### src/lru_pkg.sv
// ----------------------------------------------------------------------------
// LRU page replacement package
// Shared sizes, the scan word that walks the cell chain, the update word
// that is broadcast to all cells, and the control state encoding.
// ----------------------------------------------------------------------------
package lru_pkg;

    localparam int FRAME_COUNT = 4;
    localparam int PAGE_BITS   = 16;
    localparam int SLOT_W      = (FRAME_COUNT > 1) ? $clog2(FRAME_COUNT) : 1;
    localparam int RANK_W      = SLOT_W;
    localparam int FIU_W       = 3;
    localparam int FAULT_W     = 32;
    localparam int DATA_W      = 32;
    localparam int ADDR_W      = 3;

    localparam logic [FIU_W-1:0]  FIU_RESET   = 3'd3;
    localparam logic [ADDR_W-1:0] ADDR_FRAMES = 3'd0;

    // Search word handed from cell to cell
    typedef struct packed {
        logic [PAGE_BITS-1:0] page;
        logic                 hit;
        logic [SLOT_W-1:0]    hit_slot;
        logic [RANK_W-1:0]    hit_rank;
        logic                 empty;
        logic [SLOT_W-1:0]    empty_slot;
        logic                 max_any;
        logic [SLOT_W-1:0]    max_slot;
        logic [RANK_W-1:0]    max_rank;
        logic [PAGE_BITS-1:0] max_page;
    } t_scan;

    // Update word broadcast to every cell at the end of a search
    typedef struct packed {
        logic                 en;
        logic [SLOT_W-1:0]    slot;
        logic                 fill;
        logic                 age_all;
        logic [RANK_W-1:0]    old_rank;
        logic [PAGE_BITS-1:0] page;
    } t_upd;

    typedef enum logic [1:0] {
        ST_IDLE = 2'b01,
        ST_SCAN = 2'b10
    } t_state;

endpackage

### src/lru_page_replacement_top.sv
// ----------------------------------------------------------------------------
// LRU page replacement top level
// A start is taken only while idle. The search word walks the frame cell
// chain one cell per cycle, registered in each cell and once more for o_valid;
// busy covers that walk, so no new word is taken until the last is through.
// The receiver cannot stall; each result is shown for one cycle on o_valid.
// Reset (synchronous, active low) empties all frames, clears ranks and the
// fault count, and sets frames_in_use to 3.
// ----------------------------------------------------------------------------
module lru_page_replacement_top (
    input  logic                           i_clk,
    input  logic                           i_rst_n,
    // command channel
    input  logic                           start,
    output logic                           busy,
    input  logic [lru_pkg::PAGE_BITS-1:0]  i_page_number,
    // result channel
    output logic                           o_valid,
    output logic                           o_hit,
    output logic [lru_pkg::SLOT_W-1:0]     o_frame_slot,
    output logic                           o_evicted_valid,
    output logic [lru_pkg::PAGE_BITS-1:0]  o_evicted_page,
    output logic [lru_pkg::FAULT_W-1:0]    o_fault_total,
    // configuration port
    input  logic                           psel,
    input  logic                           penable,
    input  logic                           pwrite,
    input  logic [lru_pkg::ADDR_W-1:0]     paddr,
    input  logic [lru_pkg::DATA_W-1:0]     pwdata,
    output logic [lru_pkg::DATA_W-1:0]     prdata,
    output logic                           pready
);

    lru_pkg::t_state                r_state;
    lru_pkg::t_state                n_state;
    logic [lru_pkg::FIU_W-1:0]      r_fiu;
    logic [lru_pkg::FAULT_W-1:0]    r_fault;
    logic [lru_pkg::FAULT_W-1:0]    n_fault;
    logic                           r_valid;
    logic                           r_hit;
    logic [lru_pkg::SLOT_W-1:0]     r_slot;
    logic                           r_evict;
    logic [lru_pkg::PAGE_BITS-1:0]  r_evict_page;

    logic                           w_accept;
    logic                           w_done;
    logic [lru_pkg::FRAME_COUNT-1:0] w_active;
    logic                           w_vld  [lru_pkg::FRAME_COUNT+1];
    lru_pkg::t_scan                 w_word [lru_pkg::FRAME_COUNT+1];
    lru_pkg::t_scan                 w_seed;
    lru_pkg::t_scan                 w_last;
    lru_pkg::t_upd                  w_upd;

    assign w_accept = start && (r_state == lru_pkg::ST_IDLE);
    assign busy     = (r_state != lru_pkg::ST_IDLE);
    assign w_done   = w_vld[lru_pkg::FRAME_COUNT];
    assign w_last   = w_word[lru_pkg::FRAME_COUNT];

    // Seed the search word at the head of the chain
    always_comb begin
        w_seed      = '0;
        w_seed.page = i_page_number;
    end

    assign w_vld[0]  = w_accept;
    assign w_word[0] = w_seed;

    // Row of frame cells; frame zero always takes part
    for (genvar gi = 0; gi < lru_pkg::FRAME_COUNT; gi++) begin : g_cell
        assign w_active[gi] = (gi == 0) || (int'(r_fiu) > gi);

        lru_cell u_cell (
            .i_clk    (i_clk),
            .i_rst_n  (i_rst_n),
            .i_idx    (lru_pkg::SLOT_W'(gi)),
            .i_active (w_active[gi]),
            .i_vld    (w_vld[gi]),
            .i_word   (w_word[gi]),
            .i_upd    (w_upd),
            .o_vld    (w_vld[gi+1]),
            .o_word   (w_word[gi+1])
        );
    end

    // Pick hit, empty frame or victim from the finished search word
    always_comb begin
        w_upd      = '0;
        w_upd.en   = w_done;
        w_upd.page = w_last.page;
        if (w_last.hit) begin
            w_upd.slot     = w_last.hit_slot;
            w_upd.old_rank = w_last.hit_rank;
        end else if (w_last.empty) begin
            w_upd.slot    = w_last.empty_slot;
            w_upd.fill    = 1'b1;
            w_upd.age_all = 1'b1;
        end else begin
            w_upd.slot     = w_last.max_slot;
            w_upd.fill     = 1'b1;
            w_upd.old_rank = w_last.max_rank;
        end
    end

    // Saturating fault count
    always_comb begin
        n_fault = r_fault;
        if (w_done && !w_last.hit && (r_fault != '1)) begin
            n_fault = r_fault + 1'b1;
        end
    end

    // Sequence: idle until start, then wait for the chain to finish
    always_comb begin
        n_state = r_state;
        case (r_state)
            lru_pkg::ST_IDLE: begin
                if (w_accept) begin
                    n_state = lru_pkg::ST_SCAN;
                end
            end
            lru_pkg::ST_SCAN: begin
                if (w_done) begin
                    n_state = lru_pkg::ST_IDLE;
                end
            end
            default: n_state = lru_pkg::ST_IDLE;
        endcase
    end

    always_ff @(posedge i_clk) begin
        if (!i_rst_n) begin
            r_state <= lru_pkg::ST_IDLE;
            r_fault <= '0;
            r_valid <= 1'b0;
        end else begin
            r_state <= n_state;
            r_fault <= n_fault;
            r_valid <= w_done;
        end
    end

    // Capture the result word
    always_ff @(posedge i_clk) begin
        if (w_done) begin
            r_hit        <= w_last.hit;
            r_slot       <= w_upd.slot;
            r_evict      <= !w_last.hit && !w_last.empty;
            r_evict_page <= (!w_last.hit && !w_last.empty) ? w_last.max_page : '0;
        end
    end

    // Configuration register write
    always_ff @(posedge i_clk) begin
        if (!i_rst_n) begin
            r_fiu <= lru_pkg::FIU_RESET;
        end else if (psel && penable && pwrite && pready && (paddr == lru_pkg::ADDR_FRAMES)) begin
            r_fiu <= pwdata[lru_pkg::FIU_W-1:0];
        end
    end

    assign pready = 1'b1;
    assign prdata = (paddr == lru_pkg::ADDR_FRAMES) ?
                    {{(lru_pkg::DATA_W-lru_pkg::FIU_W){1'b0}}, r_fiu} : '0;

    assign o_valid         = r_valid;
    assign o_hit           = r_hit;
    assign o_frame_slot    = r_slot;
    assign o_evicted_valid = r_evict;
    assign o_evicted_page  = r_evict_page;
    assign o_fault_total   = r_fault;

endmodule

### src/lru_cell.sv
// ----------------------------------------------------------------------------
// LRU frame cell
// Holds one frame (page, full flag, recency rank). Folds its frame into the
// search word from its left neighbor and registers it for the right one;
// applies the broadcast update word to its own frame.
// ----------------------------------------------------------------------------
module lru_cell (
    input  logic                         i_clk,
    input  logic                         i_rst_n,
    input  logic [lru_pkg::SLOT_W-1:0]   i_idx,
    input  logic                         i_active,
    input  logic                         i_vld,
    input  lru_pkg::t_scan               i_word,
    input  lru_pkg::t_upd                i_upd,
    output logic                         o_vld,
    output lru_pkg::t_scan               o_word
);

    logic                          r_full;
    logic [lru_pkg::RANK_W-1:0]    r_rank;
    logic [lru_pkg::PAGE_BITS-1:0] r_page;
    logic                          r_vld;
    lru_pkg::t_scan                r_word;
    lru_pkg::t_scan                n_word;
    logic                          w_match;

    // Fold this frame into the search word
    always_comb begin
        w_match = i_active && r_full && (r_page == i_word.page);
        n_word  = i_word;
        if (!i_word.hit && w_match) begin
            n_word.hit      = 1'b1;
            n_word.hit_slot = i_idx;
            n_word.hit_rank = r_rank;
        end
        if (i_active && !r_full && !i_word.empty) begin
            n_word.empty      = 1'b1;
            n_word.empty_slot = i_idx;
        end
        // Largest rank wins, earlier frame keeps a tie
        if (i_active && (!i_word.max_any || (r_rank > i_word.max_rank))) begin
            n_word.max_any  = 1'b1;
            n_word.max_slot = i_idx;
            n_word.max_rank = r_rank;
            n_word.max_page = r_page;
        end
    end

    // Hand the word to the next cell
    always_ff @(posedge i_clk) begin
        if (!i_rst_n) begin
            r_vld <= 1'b0;
        end else begin
            r_vld <= i_vld;
        end
    end

    always_ff @(posedge i_clk) begin
        r_word <= n_word;
    end

    // Apply the update: touch the chosen frame, age the more recent ones
    always_ff @(posedge i_clk) begin
        if (!i_rst_n) begin
            r_full <= 1'b0;
            r_rank <= '0;
        end else if (i_upd.en) begin
            if (i_upd.slot == i_idx) begin
                r_rank <= '0;
                if (i_upd.fill) begin
                    r_full <= 1'b1;
                end
            end else if (r_full && (i_upd.age_all || (r_rank < i_upd.old_rank))) begin
                r_rank <= r_rank + 1'b1;
            end
        end
    end

    // Load the new page on a fill
    always_ff @(posedge i_clk) begin
        if (i_upd.en && i_upd.fill && (i_upd.slot == i_idx)) begin
            r_page <= i_upd.page;
        end
    end

    assign o_vld  = r_vld;
    assign o_word = r_word;

endmodule

### config.mk
export PLATFORM = sky130hd
export DESIGN_NAME = lru_page_replacement_top
export DESIGN_NICKNAME = d
export VERILOG_FILES = /design/src/lru_pkg.sv /design/src/lru_page_replacement_top.sv /design/src/lru_cell.sv
export SDC_FILE = /design/constraint.sdc
export NUM_CORES = 1
export LEC_CHECK = 0
export BUFFER_PORTS_ARGS = -buffer_cell sky130_fd_sc_hd__buf_2
export CAP_MARGIN = 40
export CELL_PAD_IN_SITES_DETAIL_PLACEMENT = 0
export CELL_PAD_IN_SITES_GLOBAL_PLACEMENT = 1
export CORE_ASPECT_RATIO = 0.7
export CORE_MARGIN = 3
export CORE_UTILIZATION = 35
export CTS_BUF_LIST = sky130_fd_sc_hd__clkbuf_4 sky130_fd_sc_hd__clkbuf_8
export DETAILED_ROUTE_END_ITERATION = 12
export GPL_ROUTABILITY_DRIVEN = 0
export PLACE_DENSITY = 0.67
export SLEW_MARGIN = 20
export SYNTH_ARGS = -nofsm -noshare
export SYNTH_HDL_FRONTEND = slang
export SYNTH_SLANG_ARGS = --single-unit
### constraint.sdc
create_clock -name i_clk -period 3 [get_ports i_clk]
set_clock_uncertainty 0.2 [all_clocks]
set_input_delay 0.45 -clock i_clk [delete_from_list [all_inputs] [get_ports i_clk]]
set_output_delay 0.45 -clock i_clk [all_outputs]
set_load 0.05 [all_outputs]
Word-level counts from Yosys, hierarchy flattened
Index checks and enable logic that the tools add are counted.

Flip-flop bits (word level): 313. Bits of input ports: 57. Output and inout port bits: 87. Logic and storage cells: 184.

Add/subtract/negate cells: 5. $lt $le $gt $ge: 10. Equal/unequal tests: 13. Multiplexer cells: 26. Reduce and logical (&&, ||, !) cells: 69.

Operator list (count): equality test 16 bit (4); 2-to-1 mux 18 bit (2); logical AND 1 bit (35); 2-to-1 mux 2 bit (17); adder 32 x 1 -> 32 bit (second input constant) (1); inequality test 32 bit (second input constant) (1); 2-to-1 mux 19 bit (1); zero test 1 bit (13); AND reduction 3 bit (4); AND reduction 2 bit (5); 2-to-1 mux 3 bit (3); adder 2 x 1 -> 2 bit (second input constant) (4); < comparator 2 bit (4); nonzero test 2 bit (4); equality test 2 bit (second input constant) (3); > comparator 2 bit (3); > comparator 3 x 2 -> 1 bit (second input constant) (2); logical OR 1 bit (6); inequality test 2 x 1 -> 1 bit (second input constant) (3); 2-to-1 mux 5 bit (1); equality test 2 x 1 -> 1 bit (second input constant) (2); case mux 2 bit (2 select lines) (1); > comparator 3 x 1 -> 1 bit (second input constant) (1); zero test 3 bit (1); 2 further kinds (2).

Logic depth before layout (Yosys ltp)
Depth after elaboration: 7. Depth in mapped cells: 10. Mapped depth without buffers: 8.

Hierarchy
From an unflattened synthesis, not the netlist that was laid out.

Cells, all modules: 918. Area total of the unflattened synthesis: 11741.3 um2.

By module, submodules not included: lru_cell (instances 4, cells each 153, area each 2184.6 um2, seq. area each 1461.4 um2); lru_page_replacement_top (instances 1, cells each 306, area each 3002.9 um2, seq. area each 1361.3 um2).

Worst setup path after synthesis
OpenSTA, ideal clock, no wires.

Path kind: register -> register. Start: register r_fault, in the netlist o_fault_total[0]. End: register r_fault, in the netlist o_fault_total[28]. Library setup time: 0.071 ns. Data arrival time: 2.577 ns. Required time: 2.729 ns. Path slack: 0.153 ns. Cell stages (with the launch flop): 8. Buffers on the path: 1. Period minus slack after synthesis: 2.847 ns. Cells stage by stage: dfxtp_1 ha_1 nand3_1 or3_1 or4_1 buf_2 or3_1 a21oi_1.

Word-level cells in the longest chain between the ends: 2. Elaborated cells between the ends (all ways): 3. Classes of those cells: add/sub: 1; eq/ne: 1; reduce/logical: 1.

RTL lines: from (decl) (RTL line lru_page_replacement_top.sv:37) `logic [lru_pkg::FAULT_W-1:0] r_fault;`; from (signal assigned) (RTL line lru_page_replacement_top.sv:137) `r_fault <= n_fault;`; parallel branches: the longest is 2 deep, another holds adder 32 x 1 -> 32 bit.

Parallel ways; which one is timed is not known. A chain may end at the register's enable or synchronous reset.

Worst setup path after layout
Ends and elaborated chain as after synthesis.

==> metrics.yaml <==
status: "completed"
setup_viol: 0
ctsResizeCount: 0
clock.fmax_ghz: 0.370
critPathKind: "register to register"
dp_cells: 1335
htreeDepth: 2
fin_util_pct: 43.2
netlist_area_sq_mm: 0.0107
top_layer: "met4"
finalNonFillerCells: 1439
ctsHoldBuffers: 20
worstMarginPinSlew_ns: 0.782
min_period_ns: 2.70
tns_ns: 0
grt_max_degree: 33
wire_per_inst_um: 17.2
grt_usage_pct: 15.1
cp_data_arrival_time_ns: 2.99
fp.dieW_um: 215
post-route-drc-count: 0
dieArea_sq_mm: 0.0327
fp-row-count: 52
clkTransAtPathRegs_ns: 0.06
critPathTopFamily: "simple AND/OR/NAND/NOR gates"
finalCritPeriodShare_pct: 90.0
synth_top_cell_by_area: "dfxtp_1"
power_density_mw_per_mm2: 638
drive_gt1_share_pct: 25.0
grt_pass1_wl_um: 38200
clk_path_buf_depth: 3
fillers: 2782
syn_to_final_growth_pct: 19.3
rsz0062_at_grt: "false"
ios: 144
vias_per_cell: 4.60
clkLatencyLatePin_ns: 0.56
finalWirelength_um: 24700
grt_pass1_vias: 6360
slew_violations: 0
cp.required_ns: 3.29
place_area_sq_mm: 0.0116
p_leak_nw: 4.95
maxCapViolCount: 0
met3WireLength_um: 1370
synth.top_cell.area_share_pct: 41.4
ant_nets: 0
grt_overflow: 0
hp-class: "register to register"
post-dp-hpwl_um: 16700
finalNetCount: 1066
diodes: 0
crit_chain: "ha_1, nand3_1, or3_1, or4_1, or3_1, a21oi_1"
start_kind: "register"
design_area_sq_mm: 0.0127
multi_input_area_sq_mm: 0.00346
synth_area_per_cell_sq_um: 12.6
layout.area.seq_sq_mm: 0.00695
crit_slowest_cell: "or4_1"
synth.distinct_cells: 48
hold_viol_final: 0
synth_edf_count: 84
ys_warn_count: 0
cts_setup_buffers: 0
relSlewSlack_pct: 47.4
vias: 6624
clock-sinks: 305
final_cell_mix: "dfxtp_1 (220), edfxtp_1 (84), buf_2 (84)"
wl_met2_um: 9940
critPathBufInv: 0
yosys-top-cells-area: "dfxtp_1 (41%), edfxtp_1 (24%), mux2_2 (6.0%), xor2_1 (3.8%), buf_4 (2.1%)"
synth_seq_cells: 305
port_buffers: 84
clock-root-buffer: "clkbuf_8"
die_h_um: 152
core_sq_mm: 0.0295
hold_slack_ns: 0.155
synth_seq_area_share_pct: 65.0
slowest_delay_ns: 0.64
antenna_found_initial: 0
cts_buffers: 46
path_max_fanout: 9
cts_tree: "yes"
met1_length_um: 13100
ys.flop_type: "dfxtp_1"
firstDrtPassIters: 5
endpoint_kind: "register"
final_common_cell: "dfxtp_1"
path_common_cell: "or3_1"
ys_async_sr_fraction_pct: 0
drtIter0Drc: 434
ir_drop_mv: 0.452
start_util_pct: 36.2
synth_cells: 847
[worst reg2reg max path: cells and delay by family, from the launching register on]
| family | cells | cell delay [ns] |
|---|---|---|
| adder cells (fa/ha/maj) | 1 | 0.27 |
| AO/OA/AOI/OAI | 1 | 0.14 |
| AND/OR/NAND/NOR | 4 | 1.60 |
| flip-flops | 1 | 0.43 |
[logic make-up after synthesis]
group	share of synthesized area, %
compound gates	5.75
xor+xnor	5.58
fa+ha+maj	1.29
buf+inv	3.56
flops	65.0
mux	7.13
other cells	0.0703
simple gates	11.6
[per-layer routing]
metal / vias to the layer above / track usage (%)
met5: - / 0
met4: 0 / 4.05
met3: 28 / 3.21
met2: 153 / 20.6
met1: 3186 / 23.8
li1: 3257 / -
[path summary, 6_finish.rpt]
| kind | startpoint | endpoint | slack [ns] | depth (start not counted) |
|---|---|---|---|---|
| max reg2reg | o_fault_total[0]$_SDFFE_PN0P_ | o_fault_total[28]$_SDFFE_PN0P_ | 0.30 | 6 |
| min | g_cell[0].u_cell.o_word[31]$_DFF_P_ | g_cell[1].u_cell.o_word[31]$_DFF_P_ | 0.15 | 0 |
| max | o_fault_total[0]$_SDFFE_PN0P_ | o_fault_total[28]$_SDFFE_PN0P_ | 0.30 | 6 |
| min reg2reg | g_cell[0].u_cell.o_word[31]$_DFF_P_ | g_cell[1].u_cell.o_word[31]$_DFF_P_ | 0.15 | 0 |
[stage by stage]
step                      setup WS, ns  power [W]
after global routing            0.0728    0.00844
after global placement           0.336    0.00466
final                            0.300    0.00812
after CTS                        0.319    0.00824
after detailed placement         0.348    0.00466
after floorplan                  0.153    0.00461
[cell usage after synthesis, types with 3 or more instances]
library cell  number
buf_4             30
or3_1             18
nor3b_1            5
mux2i_1           12
or4_1              4
a211oi_1           5
nor4_1            15
edfxtp_1          84
ha_1              11
a31oi_1            5
xnor2_1           22
nand2_1           35
clkbuf_1          19
nand2b_1          15
o41ai_1            4
nand4_1           13
o21ai_0           26
nor3_1            17
a21oi_1           30
or2_2              8
xor2_1            46
mux2_2            57
nand3_1           23
inv_1             21
and4_1             4
o21bai_1           3
nor2b_1            7
dfxtp_1          221
and2_1            28
o21a_1             7
a41oi_1            4
nor2_1            22
[registers in the layout, indices dropped and copies added (netlist names)]
register and count:
g_cell.u_cell.o_vld 4, g_cell.u_cell.o_word 167, g_cell.u_cell.r_full 4, g_cell.u_cell.r_page 64, g_cell.u_cell.r_rank 8, o_evicted_page 16, o_evicted_valid 1, o_fault_total 32
o_frame_slot 2, o_hit 1, o_valid 1, r_fiu 3, r_state 2
[cell type report]
type                            instances  area share (%)
Clock buffer                           76            7.03
Sequential cell                       305            54.5
Clock inverter                          8           0.540
Timing Repair Buffer                  125            6.11
Inverter                               21           0.619
Tap cell                              405            3.98
Multi-Input combinational cell        499            27.2
[power breakdown]
group          leakage [nW]  internal [W]  switching (W)
combinational          1.86     0.0000758       0.000190
sequential             2.57       0.00429      0.0000420
clock                 0.516       0.00197        0.00156
total                  4.95       0.00633        0.00179
Power figures use the tool's default switching activity.
